**src/rfc_pkg.sv**
```systemverilog
// Shared types, codes and constants of the resume frame cache.
// Used by the controller, the datapath and the top level.
package rfc_pkg;

  localparam int FRAME_SLOTS_DEF  = 32;
  localparam int STREAM_SLOTS_DEF = 16;
  localparam int MAX_REPLAY       = 32;
  localparam int EW               = $clog2(MAX_REPLAY + 1);
  localparam int IN_TDATA_W       = 120;
  localparam int OUT_TDATA_W      = 136;
  localparam logic [31:0] CAPACITY_RESET = 32'd1048576;

  localparam logic [2:0] CMD_TRACK   = 3'd0;
  localparam logic [2:0] CMD_RELEASE = 3'd1;
  localparam logic [2:0] CMD_QUERY   = 3'd2;
  localparam logic [2:0] CMD_QSTREAM = 3'd3;
  localparam logic [2:0] CMD_REPLAY  = 3'd4;

  localparam logic [1:0] ST_OK       = 2'd0;
  localparam logic [1:0] ST_TOO_BIG  = 2'd1;
  localparam logic [1:0] ST_TBL_FULL = 2'd2;
  localparam logic [1:0] ST_UNAVAIL  = 2'd3;

  // release boundary source
  localparam logic [1:0] RP_POS  = 2'd0;
  localparam logic [1:0] RP_SENT = 2'd1;
  localparam logic [1:0] RP_RING = 2'd2;

  // ring read offset from head
  localparam logic [1:0] RD_HEAD = 2'd0;
  localparam logic [1:0] RD_NEXT = 2'd1;
  localparam logic [1:0] RD_K    = 2'd2;

  typedef struct packed {
    logic       load_in;
    logic       rp_load;
    logic [1:0] rp_src;
    logic       s_clr;
    logic       s_inc;
    logic       s_rd;
    logic       sw_apply;
    logic       find_clr;
    logic       find_apply;
    logic       fend_rd;
    logic       rec_write;
    logic       k_clr;
    logic       k_inc;
    logic       e_clr;
    logic       e_inc;
    logic       ring_rd;
    logic [1:0] rd_sel;
    logic       pop;
    logic       rel_fin;
    logic       bytes_add;
    logic       bytes_zero;
    logic       ev_mark;
    logic       push;
    logic       sent_add;
    logic       out_load;
    logic [1:0] out_status;
    logic       out_avail;
    logic       out_entry;
  } cmd_t;

  typedef struct packed {
    logic [2:0] cmd;
    logic       too_large;
    logic       rel_skip;
    logic       ring_empty;
    logic       count_gt1;
    logic       ring_full;
    logic       bytes_over;
    logic       ring_lt_p;
    logic       k_end;
    logic       ring_eq_pos;
    logic       pos_eq_sent;
    logic       count_same;
    logic       s_last;
    logic       found;
    logic       free_found;
    logic       has_stream;
    logic       q3_av;
    logic       rp_last;
    logic       out_free;
  } stat_t;

endpackage

```
**src/rfc_ctrl.sv**
```systemverilog
// Sequencer of the resume frame cache: walks each request through release,
// eviction, stream lookup and replay steps. Depends on rfc_pkg.
module rfc_ctrl (
  input  logic           clk,
  input  logic           rst,
  input  logic           in_valid,
  output logic           in_ready,
  input  rfc_pkg::stat_t stat,
  output rfc_pkg::cmd_t  cmd
);
  import rfc_pkg::*;

  localparam logic [4:0] S_IDLE    = 5'd0;
  localparam logic [4:0] S_DISP    = 5'd1;
  localparam logic [4:0] S_REL0    = 5'd2;
  localparam logic [4:0] S_SW_RD   = 5'd3;
  localparam logic [4:0] S_SW_CHK  = 5'd4;
  localparam logic [4:0] S_RG_RD   = 5'd5;
  localparam logic [4:0] S_RG_CHK  = 5'd6;
  localparam logic [4:0] S_REL_FIN = 5'd7;
  localparam logic [4:0] S_EVCHK   = 5'd8;
  localparam logic [4:0] S_EV0     = 5'd9;
  localparam logic [4:0] S_EV1     = 5'd10;
  localparam logic [4:0] S_EV_ZERO = 5'd11;
  localparam logic [4:0] S_EV_POP  = 5'd12;
  localparam logic [4:0] S_PUSH    = 5'd13;
  localparam logic [4:0] S_F_RD    = 5'd14;
  localparam logic [4:0] S_F_CHK   = 5'd15;
  localparam logic [4:0] S_FEND_RD = 5'd16;
  localparam logic [4:0] S_FEND    = 5'd17;
  localparam logic [4:0] S_TRK_REC = 5'd18;
  localparam logic [4:0] S_AV_RD   = 5'd19;
  localparam logic [4:0] S_AV_CHK  = 5'd20;
  localparam logic [4:0] S_RP_RD   = 5'd21;
  localparam logic [4:0] S_RP_OUT  = 5'd22;
  localparam logic [4:0] S_EMIT    = 5'd23;
  localparam logic [4:0] S_BIG     = 5'd24;

  logic [4:0] state, state_next;
  logic [4:0] rel_ret, rel_ret_next;
  logic [4:0] ev_ret, ev_ret_next;
  logic [4:0] f_ret, f_ret_next;
  logic [1:0] em_st, em_st_next;
  logic       em_av, em_av_next;

  assign in_ready = (state == S_IDLE);

  always_ff @(posedge clk) begin
    if (rst) begin
      state   <= S_IDLE;
      rel_ret <= S_IDLE;
      ev_ret  <= S_IDLE;
      f_ret   <= S_IDLE;
      em_st   <= ST_OK;
      em_av   <= 1'b0;
    end else begin
      state   <= state_next;
      rel_ret <= rel_ret_next;
      ev_ret  <= ev_ret_next;
      f_ret   <= f_ret_next;
      em_st   <= em_st_next;
      em_av   <= em_av_next;
    end
  end

  always_comb begin
    cmd          = '0;
    state_next   = state;
    rel_ret_next = rel_ret;
    ev_ret_next  = ev_ret;
    f_ret_next   = f_ret;
    em_st_next   = em_st;
    em_av_next   = em_av;
    case (state)
      S_IDLE: begin
        if (in_valid) begin
          cmd.load_in = 1'b1;
          state_next  = S_DISP;
        end
      end
      S_DISP: begin
        em_st_next = ST_OK;
        em_av_next = 1'b0;
        case (stat.cmd)
          CMD_TRACK: begin
            if (stat.too_large) begin
              cmd.rp_load  = 1'b1;
              cmd.rp_src   = RP_SENT;
              rel_ret_next = S_BIG;
              state_next   = S_REL0;
            end else begin
              cmd.bytes_add = 1'b1;
              state_next    = S_EVCHK;
            end
          end
          CMD_RELEASE: begin
            cmd.rp_load  = 1'b1;
            cmd.rp_src   = RP_POS;
            rel_ret_next = S_EMIT;
            state_next   = S_REL0;
          end
          CMD_QUERY, CMD_REPLAY: begin
            cmd.k_clr = 1'b1;
            if (stat.pos_eq_sent) begin
              // write position is always resumable; a replay from it is empty
              em_av_next = (stat.cmd == CMD_QUERY);
              state_next = S_EMIT;
            end else begin
              state_next = S_AV_RD;
            end
          end
          CMD_QSTREAM: begin
            cmd.find_clr = 1'b1;
            cmd.s_clr    = 1'b1;
            f_ret_next   = S_FEND_RD;
            state_next   = S_F_RD;
          end
          default: state_next = S_EMIT;
        endcase
      end
      S_BIG: begin
        cmd.sent_add = 1'b1;
        em_st_next   = ST_TOO_BIG;
        state_next   = S_EMIT;
      end
      S_REL0: begin
        if (stat.rel_skip) begin
          state_next = rel_ret;
        end else begin
          cmd.s_clr  = 1'b1;
          state_next = S_SW_RD;
        end
      end
      S_SW_RD: begin
        cmd.s_rd   = 1'b1;
        state_next = S_SW_CHK;
      end
      S_SW_CHK: begin
        cmd.sw_apply = 1'b1;
        if (stat.s_last) begin
          state_next = S_RG_RD;
        end else begin
          cmd.s_inc  = 1'b1;
          state_next = S_SW_RD;
        end
      end
      S_RG_RD: begin
        if (stat.ring_empty) begin
          state_next = S_REL_FIN;
        end else begin
          cmd.ring_rd = 1'b1;
          cmd.rd_sel  = RD_HEAD;
          state_next  = S_RG_CHK;
        end
      end
      S_RG_CHK: begin
        if (stat.ring_lt_p) begin
          cmd.pop    = 1'b1;
          state_next = S_RG_RD;
        end else begin
          state_next = S_REL_FIN;
        end
      end
      S_REL_FIN: begin
        cmd.rel_fin = 1'b1;
        state_next  = rel_ret;
      end
      S_EVCHK: begin
        if (stat.bytes_over) begin
          ev_ret_next = S_EVCHK;
          state_next  = S_EV0;
        end else if (stat.ring_full) begin
          ev_ret_next = S_PUSH;
          state_next  = S_EV0;
        end else begin
          state_next = S_PUSH;
        end
      end
      S_EV0: begin
        cmd.ev_mark = 1'b1;
        if (stat.ring_empty) begin
          cmd.rp_load  = 1'b1;
          cmd.rp_src   = RP_SENT;
          rel_ret_next = S_EV_ZERO;
          state_next   = S_REL0;
        end else if (stat.count_gt1) begin
          cmd.ring_rd = 1'b1;
          cmd.rd_sel  = RD_NEXT;
          state_next  = S_EV1;
        end else begin
          cmd.rp_load  = 1'b1;
          cmd.rp_src   = RP_SENT;
          rel_ret_next = S_EV_POP;
          state_next   = S_REL0;
        end
      end
      S_EV1: begin
        cmd.rp_load  = 1'b1;
        cmd.rp_src   = RP_RING;
        rel_ret_next = S_EV_POP;
        state_next   = S_REL0;
      end
      S_EV_ZERO: begin
        cmd.bytes_zero = 1'b1;
        state_next     = ev_ret;
      end
      S_EV_POP: begin
        // drop the oldest frame if the release left it in place
        cmd.pop    = stat.count_same;
        state_next = ev_ret;
      end
      S_PUSH: begin
        cmd.push     = 1'b1;
        cmd.sent_add = 1'b1;
        if (stat.has_stream) begin
          cmd.find_clr = 1'b1;
          cmd.s_clr    = 1'b1;
          f_ret_next   = S_TRK_REC;
          state_next   = S_F_RD;
        end else begin
          state_next = S_EMIT;
        end
      end
      S_F_RD: begin
        cmd.s_rd   = 1'b1;
        state_next = S_F_CHK;
      end
      S_F_CHK: begin
        cmd.find_apply = 1'b1;
        if (stat.s_last) begin
          state_next = f_ret;
        end else begin
          cmd.s_inc  = 1'b1;
          state_next = S_F_RD;
        end
      end
      S_FEND_RD: begin
        cmd.fend_rd = 1'b1;
        state_next  = S_FEND;
      end
      S_FEND: begin
        em_av_next = stat.q3_av;
        state_next = S_EMIT;
      end
      S_TRK_REC: begin
        if (stat.found || stat.free_found) begin
          cmd.rec_write = 1'b1;
        end else begin
          em_st_next = ST_TBL_FULL;
        end
        state_next = S_EMIT;
      end
      S_AV_RD: begin
        if (stat.k_end) begin
          em_st_next = (stat.cmd == CMD_REPLAY) ? ST_UNAVAIL : ST_OK;
          state_next = S_EMIT;
        end else begin
          cmd.ring_rd = 1'b1;
          cmd.rd_sel  = RD_K;
          state_next  = S_AV_CHK;
        end
      end
      S_AV_CHK: begin
        if (stat.ring_eq_pos) begin
          if (stat.cmd == CMD_REPLAY) begin
            cmd.e_clr  = 1'b1;
            state_next = S_RP_RD;
          end else begin
            em_av_next = 1'b1;
            state_next = S_EMIT;
          end
        end else begin
          cmd.k_inc  = 1'b1;
          state_next = S_AV_RD;
        end
      end
      S_RP_RD: begin
        cmd.ring_rd = 1'b1;
        cmd.rd_sel  = RD_K;
        state_next  = S_RP_OUT;
      end
      S_RP_OUT: begin
        if (stat.out_free) begin
          cmd.out_load   = 1'b1;
          cmd.out_entry  = 1'b1;
          cmd.out_status = ST_OK;
          if (stat.rp_last) begin
            state_next = S_IDLE;
          end else begin
            cmd.k_inc  = 1'b1;
            cmd.e_inc  = 1'b1;
            state_next = S_RP_RD;
          end
        end
      end
      S_EMIT: begin
        if (stat.out_free) begin
          cmd.out_load   = 1'b1;
          cmd.out_status = em_st;
          cmd.out_avail  = em_av;
          state_next     = S_IDLE;
        end
      end
      default: state_next = S_IDLE;
    endcase
  end

endmodule

```
**config.mk**
```make
export PLATFORM = sky130hd
export DESIGN_NAME = rfc_ctrl
export DESIGN_NICKNAME = d
export VERILOG_FILES = /design/src/rfc_pkg.sv /design/src/rfc_ctrl.sv
export SDC_FILE = /design/constraint.sdc
export NUM_CORES = 1
export LEC_CHECK = 0
export BUFFER_PORTS_ARGS = -buffer_cell sky130_fd_sc_hd__clkbuf_2
export CORE_ASPECT_RATIO = 1.1
export CORE_MARGIN = 4
export CORE_UTILIZATION = 52
export CTS_BUF_LIST = sky130_fd_sc_hd__clkbuf_8
export DETAILED_ROUTE_END_ITERATION = 8
export GPL_ROUTABILITY_DRIVEN = 0
export PLACE_DENSITY_LB_ADDON = 0.08
export SETUP_SLACK_MARGIN = 0.15
export SYNTH_ARGS = -nofsm -noshare
export SYNTH_HDL_FRONTEND = slang
export SYNTH_SLANG_ARGS = --single-unit
export TNS_END_PERCENT = 5
```
**constraint.sdc**
```tcl
create_clock -name clk -period 2.5 [get_ports clk]
set_input_delay 0.5 -clock clk [delete_from_list [all_inputs] [get_ports clk]]
set_output_delay 0.5 -clock clk [all_outputs]
set_load 0.05 [all_outputs]
```
* Word-level counts from Yosys, hierarchy flattened
Index checks and enable logic that the tools add are counted.
** Cells by class
- Eq/ne operators :: 40
- Muxes and demuxes :: 91
- Reductions and logical operators :: 20
** Operators with widths (number)
- 5-bit one-hot mux with 22 select lines :: 1
- 5-bit two-way mux :: 15
- 5-bit equality test (second input constant) :: 9
- 5-bit by 4-bit equality test with 1-bit output (second input constant) :: 8
- 1-bit two-way mux :: 39
- 3-bit two-way mux :: 13
- 5-bit by 3-bit equality test with 1-bit output (second input constant) :: 4
- 5-bit one-hot mux with 2 select lines :: 2
- 5-bit one-hot mux with 4 select lines :: 1
- 2-bit inequality test (second input constant) :: 8
- 5-bit one-hot mux with 3 select lines :: 1
- 2-bit two-way mux :: 6
- 4-bit two-way mux :: 3
- 3-bit one-hot mux with 2 select lines :: 2
- 3-bit one-hot mux with 4 select lines :: 1
- 3-bit AND reduction :: 4
- 5-bit by 2-bit equality test with 1-bit output (second input constant) :: 2
- 2-bit OR reduction :: 5
- 3-bit one-hot mux with 3 select lines :: 1
- 2-bit one-hot mux with 4 select lines :: 1
- 3-bit by 2-bit equality test with 1-bit output (second input constant) :: 2
- 3-bit inequality test (second input constant) :: 2
- 1-bit one-hot mux with 2 select lines :: 3
- 1-bit one-hot mux with 3 select lines :: 2
- other kinds (14) :: 16
** Word-level totals
- Register bits :: 23
- Input port bits :: 24
- Output and inout bits :: 32
- Word-level logic and storage cells :: 157

* Longest topological paths before layout
- Depth after elaboration :: 4
- Mapped depth :: 8
- Depth with buffers taken out :: 5

* Worst setup path before layout
No wires, ideal clock.
- Kind :: flip-flop to output port
- Start point :: register state[2]
- End point :: output cmd[27] (netlist bit)
- Data arrival time :: 2.784 ns
- Data required time :: 2.000 ns
- Setup slack :: -0.784 ns
- Cell stages (with the launch flop) :: 6
- Path buffers :: 2
- Cells stage by stage :: dfxtp_1 > buf_6 > or2_4 > or3_1 > buf_4 > o41ai_1
** RTL lines
- from (decl) :: RTL line rfc_ctrl.sv:39 : logic [4:0] state, state_next;
- from (signal assigned) :: RTL line rfc_ctrl.sv:57 : state <= state_next;
- to (decl) :: RTL line rfc_ctrl.sv:9 : output rfc_pkg::cmd_t cmd

==> impl_metrics.json <==
{
  "vias": 2165,
  "async_reset_ff_frac": 0,
  "drc": 0,
  "power_mw": 2.09,
  "dieWidth_microns": 61.9,
  "ios": 56,
  "mostFrequentLayoutCells": "clkbuf_2 (42), nor2_1 (33), nand2_1 (18)",
  "grt_pass1_wl_microns": 9110,
  "crit_required_ns": 2.00,
  "slew_violations": 0,
  "routed_wl_microns": 5860,
  "hold_class": "reg2reg",
  "layout_commonest_cell": "clkbuf_2",
  "port_buffers": 55,
  "synthFlopType": "dfxtp_1",
  "area_delta_synth_final_pct": 40.7,
  "crit_top_cell": "buf_4",
  "relSlewSlack": 0.661,
  "synth-seq-cells": 16,
  "place_inst": 330,
  "dpl_cell_area_sq_um": 2150,
  "cp_slowest_cell": "or3_4",
  "clock_sink_count": 16,
  "skew_ns": 0.00935,
  "hpwl_microns": 4170,
  "leakagePower_nw": 0.943,
  "synth.distinct_cells": 54,
  "finalCritPeriodShare": 0.936,
  "yosys_warnings": 0,
  "fin_setup_tns_ns": 0,
  "antenna_found_initial": 0,
  "start_util": 0.545,
  "path_cells": "buf_4, or2_2, or3_4, o22ai_2, buf_4",
  "synth.cell_area_sq_um": 1660,
  "power_density_nw_per_um2": 893,
  "utilization": 0.767,
  "grt_pass1_vias": 1946,
  "layout.nets": 326,
  "drive_gt1_frac": 0.346,
  "dpl_worst_slack_ns": 0.293,
  "gr-total-overflow": 0,
  "max_freq_ghz": 0.427,
  "rsz0062_at_grt": "yes",
  "antenna_left": 0,
  "core-area_sq_um": 3050,
  "path_max_fanout": 9,
  "synth_top_cells_by_area": "dfxtp_1 (19%), nor2_1 (8.4%), nand2b_1 (5.3%)",
  "groute.usage.overall": 0.290,
  "synth_edf_count": 0,
  "hold_viol": 0,
  "die_h_microns": 67.3,
  "wire_per_inst_microns": 17.5,
  "rows": 21,
  "max_cap_viol_count": 0,
  "insertedDiodeCount": 0,
  "cpPeakStageDelay_ns": 0.42,
  "grt_max_degree": 35,
  "yosysTopAreaCell": "dfxtp_1",
  "arrival_ns": 1.84,
  "postCtsHoldBufs": 0,
  "tritoncts": "built",
  "final_cells": 335,
  "syn-num-nets": 274,
  "final_area_sq_um": 2340,
  "routed_via_density": 6.46,
  "clk_latency_ns": 0.26,
  "yosysSeqAreaShare": 0.193,
  "cts_root_buf": "clkbuf_8",
  "die-area_sq_um": 4160,
  "cts_max_level": 1,
  "dr.pass1.iters": 5,
  "clock_tree.buffer_depth": 2,
  "yosys.area.top_type_share": 0.193,
  "tightest_slew_ns": 0.505,
  "status": "complete, no violations",
  "drtIter0Drc": 278,
  "setup_viol": 0,
  "avgSynthCellArea_sq_um": 6.65,
  "fin_hold_ws_ns": 0.462,
  "clk_pin_slew_worst_paths_ns": 0.07,
  "cp-start-kind": "register",
  "cts_buffers": 3,
  "min_period_ns": 2.34,
  "setup.worst_path.end_class": "output pin",
  "crit_type": "reg2out",
  "netlist_instances": 250,
  "peakVddDrop_mv": 0.645,
  "fin_ws_ns": 0.160
}
## Yosys cell counts (2+ instances only)
| cell type | n |
|---|---|
| mux2i_1 | 3 |
| a31oi_1 | 4 |
| and2_1 | 7 |
| or3_1 | 5 |
| or3b_1 | 2 |
| nor4b_1 | 2 |
| nor2_1 | 37 |
| a21oi_1 | 17 |
| o21bai_1 | 2 |
| nor3_1 | 15 |
| a311oi_1 | 3 |
| nand2b_1 | 14 |
| nor2b_1 | 3 |
| a41oi_1 | 2 |
| dfxtp_1 | 16 |
| o31ai_1 | 2 |
| or2_2 | 2 |
| nand3b_1 | 3 |
| a211oi_1 | 10 |
| nand2_1 | 19 |
| a2111oi_0 | 3 |
| and3_1 | 2 |
| nand3_1 | 4 |
| buf_1 | 2 |
| nor4_1 | 6 |
| clkbuf_1 | 16 |
| o22ai_1 | 3 |
| inv_1 | 9 |
| or3b_2 | 3 |
| o21ai_0 | 10 |
## timing repair
item | CTS | global route
pin swaps | 1 | 1
endpoints found under the setup margin | 13 | 19
cloned | 0 | 0
gates resized for setup | 3 | 32
buffers inserted | 1 | 0
## cell families (layout without fill, tap and decap cells)
family                 Yosys count  after routing  share of synthesized area
AO/OA/AOI/OAI                   70             70                      0.302
XOR/XNOR                         1              1                    0.00527
buffers and inverters           31             82                     0.0776
flip-flops                      16             16                      0.193
multiplexers                     3              3                     0.0181
AND/OR/NAND/NOR                129            129                      0.404
## layer usage
| metal | vias to the layer above | wire length, microns | global-route usage |
|---|---|---|---|
| li1 | 1017 | - | - |
| met1 | 982 | 2350 | 0.393 |
| met2 | 143 | 2770 | 0.442 |
| met3 | 23 | 541 | 0.0478 |
| met4 | 0 | 208 | 0.133 |
| met5 | - | 0 | 0 |
## final cells by class
type                       instances  area [sq um]
clock buffer                       4          55.1
fill                             241           711
inverter                          10          41.3
multi-input combinational        203          1350
sequential                        16           322
tap                               34          42.5
timing repair buffer              68           531
## critical path, delay by kind of cell, from the launching register on
kind                   cells  cell delay [ns]
and+or+nand+nor            2             0.74
buffers and inverters      2             0.38
DFF                        1             0.33
AOI/OAI and AO/OA          1             0.12
## state kept, by name, indices dropped and copies added, names as in the netlist
signal   cells
rel_ret      4
f_ret        2
state        5
em_av        1
ev_ret       2
em_st        2
## where the power goes
group | internal (mW) | switching [mW] | leakage [nW]
clock network | 0.140 | 0.102 | 0.0288
logic | 0.543 | 0.950 | 0.784
registers | 0.307 | 0.0437 | 0.130
## worst paths after layout
check	from	end	slack, ns	depth (start not counted)
worst min register to register	ev_ret[3]	ev_ret[3]	0.46	2
worst max-delay path	state[1]	cmd[17]	0.16	5
worst max register to register	state[3]	rel_ret[4]	0.52	6
worst min-delay path	ev_ret[3]	ev_ret[3]	0.46	2
Note: power is estimated with default switching activity, not from simulation.
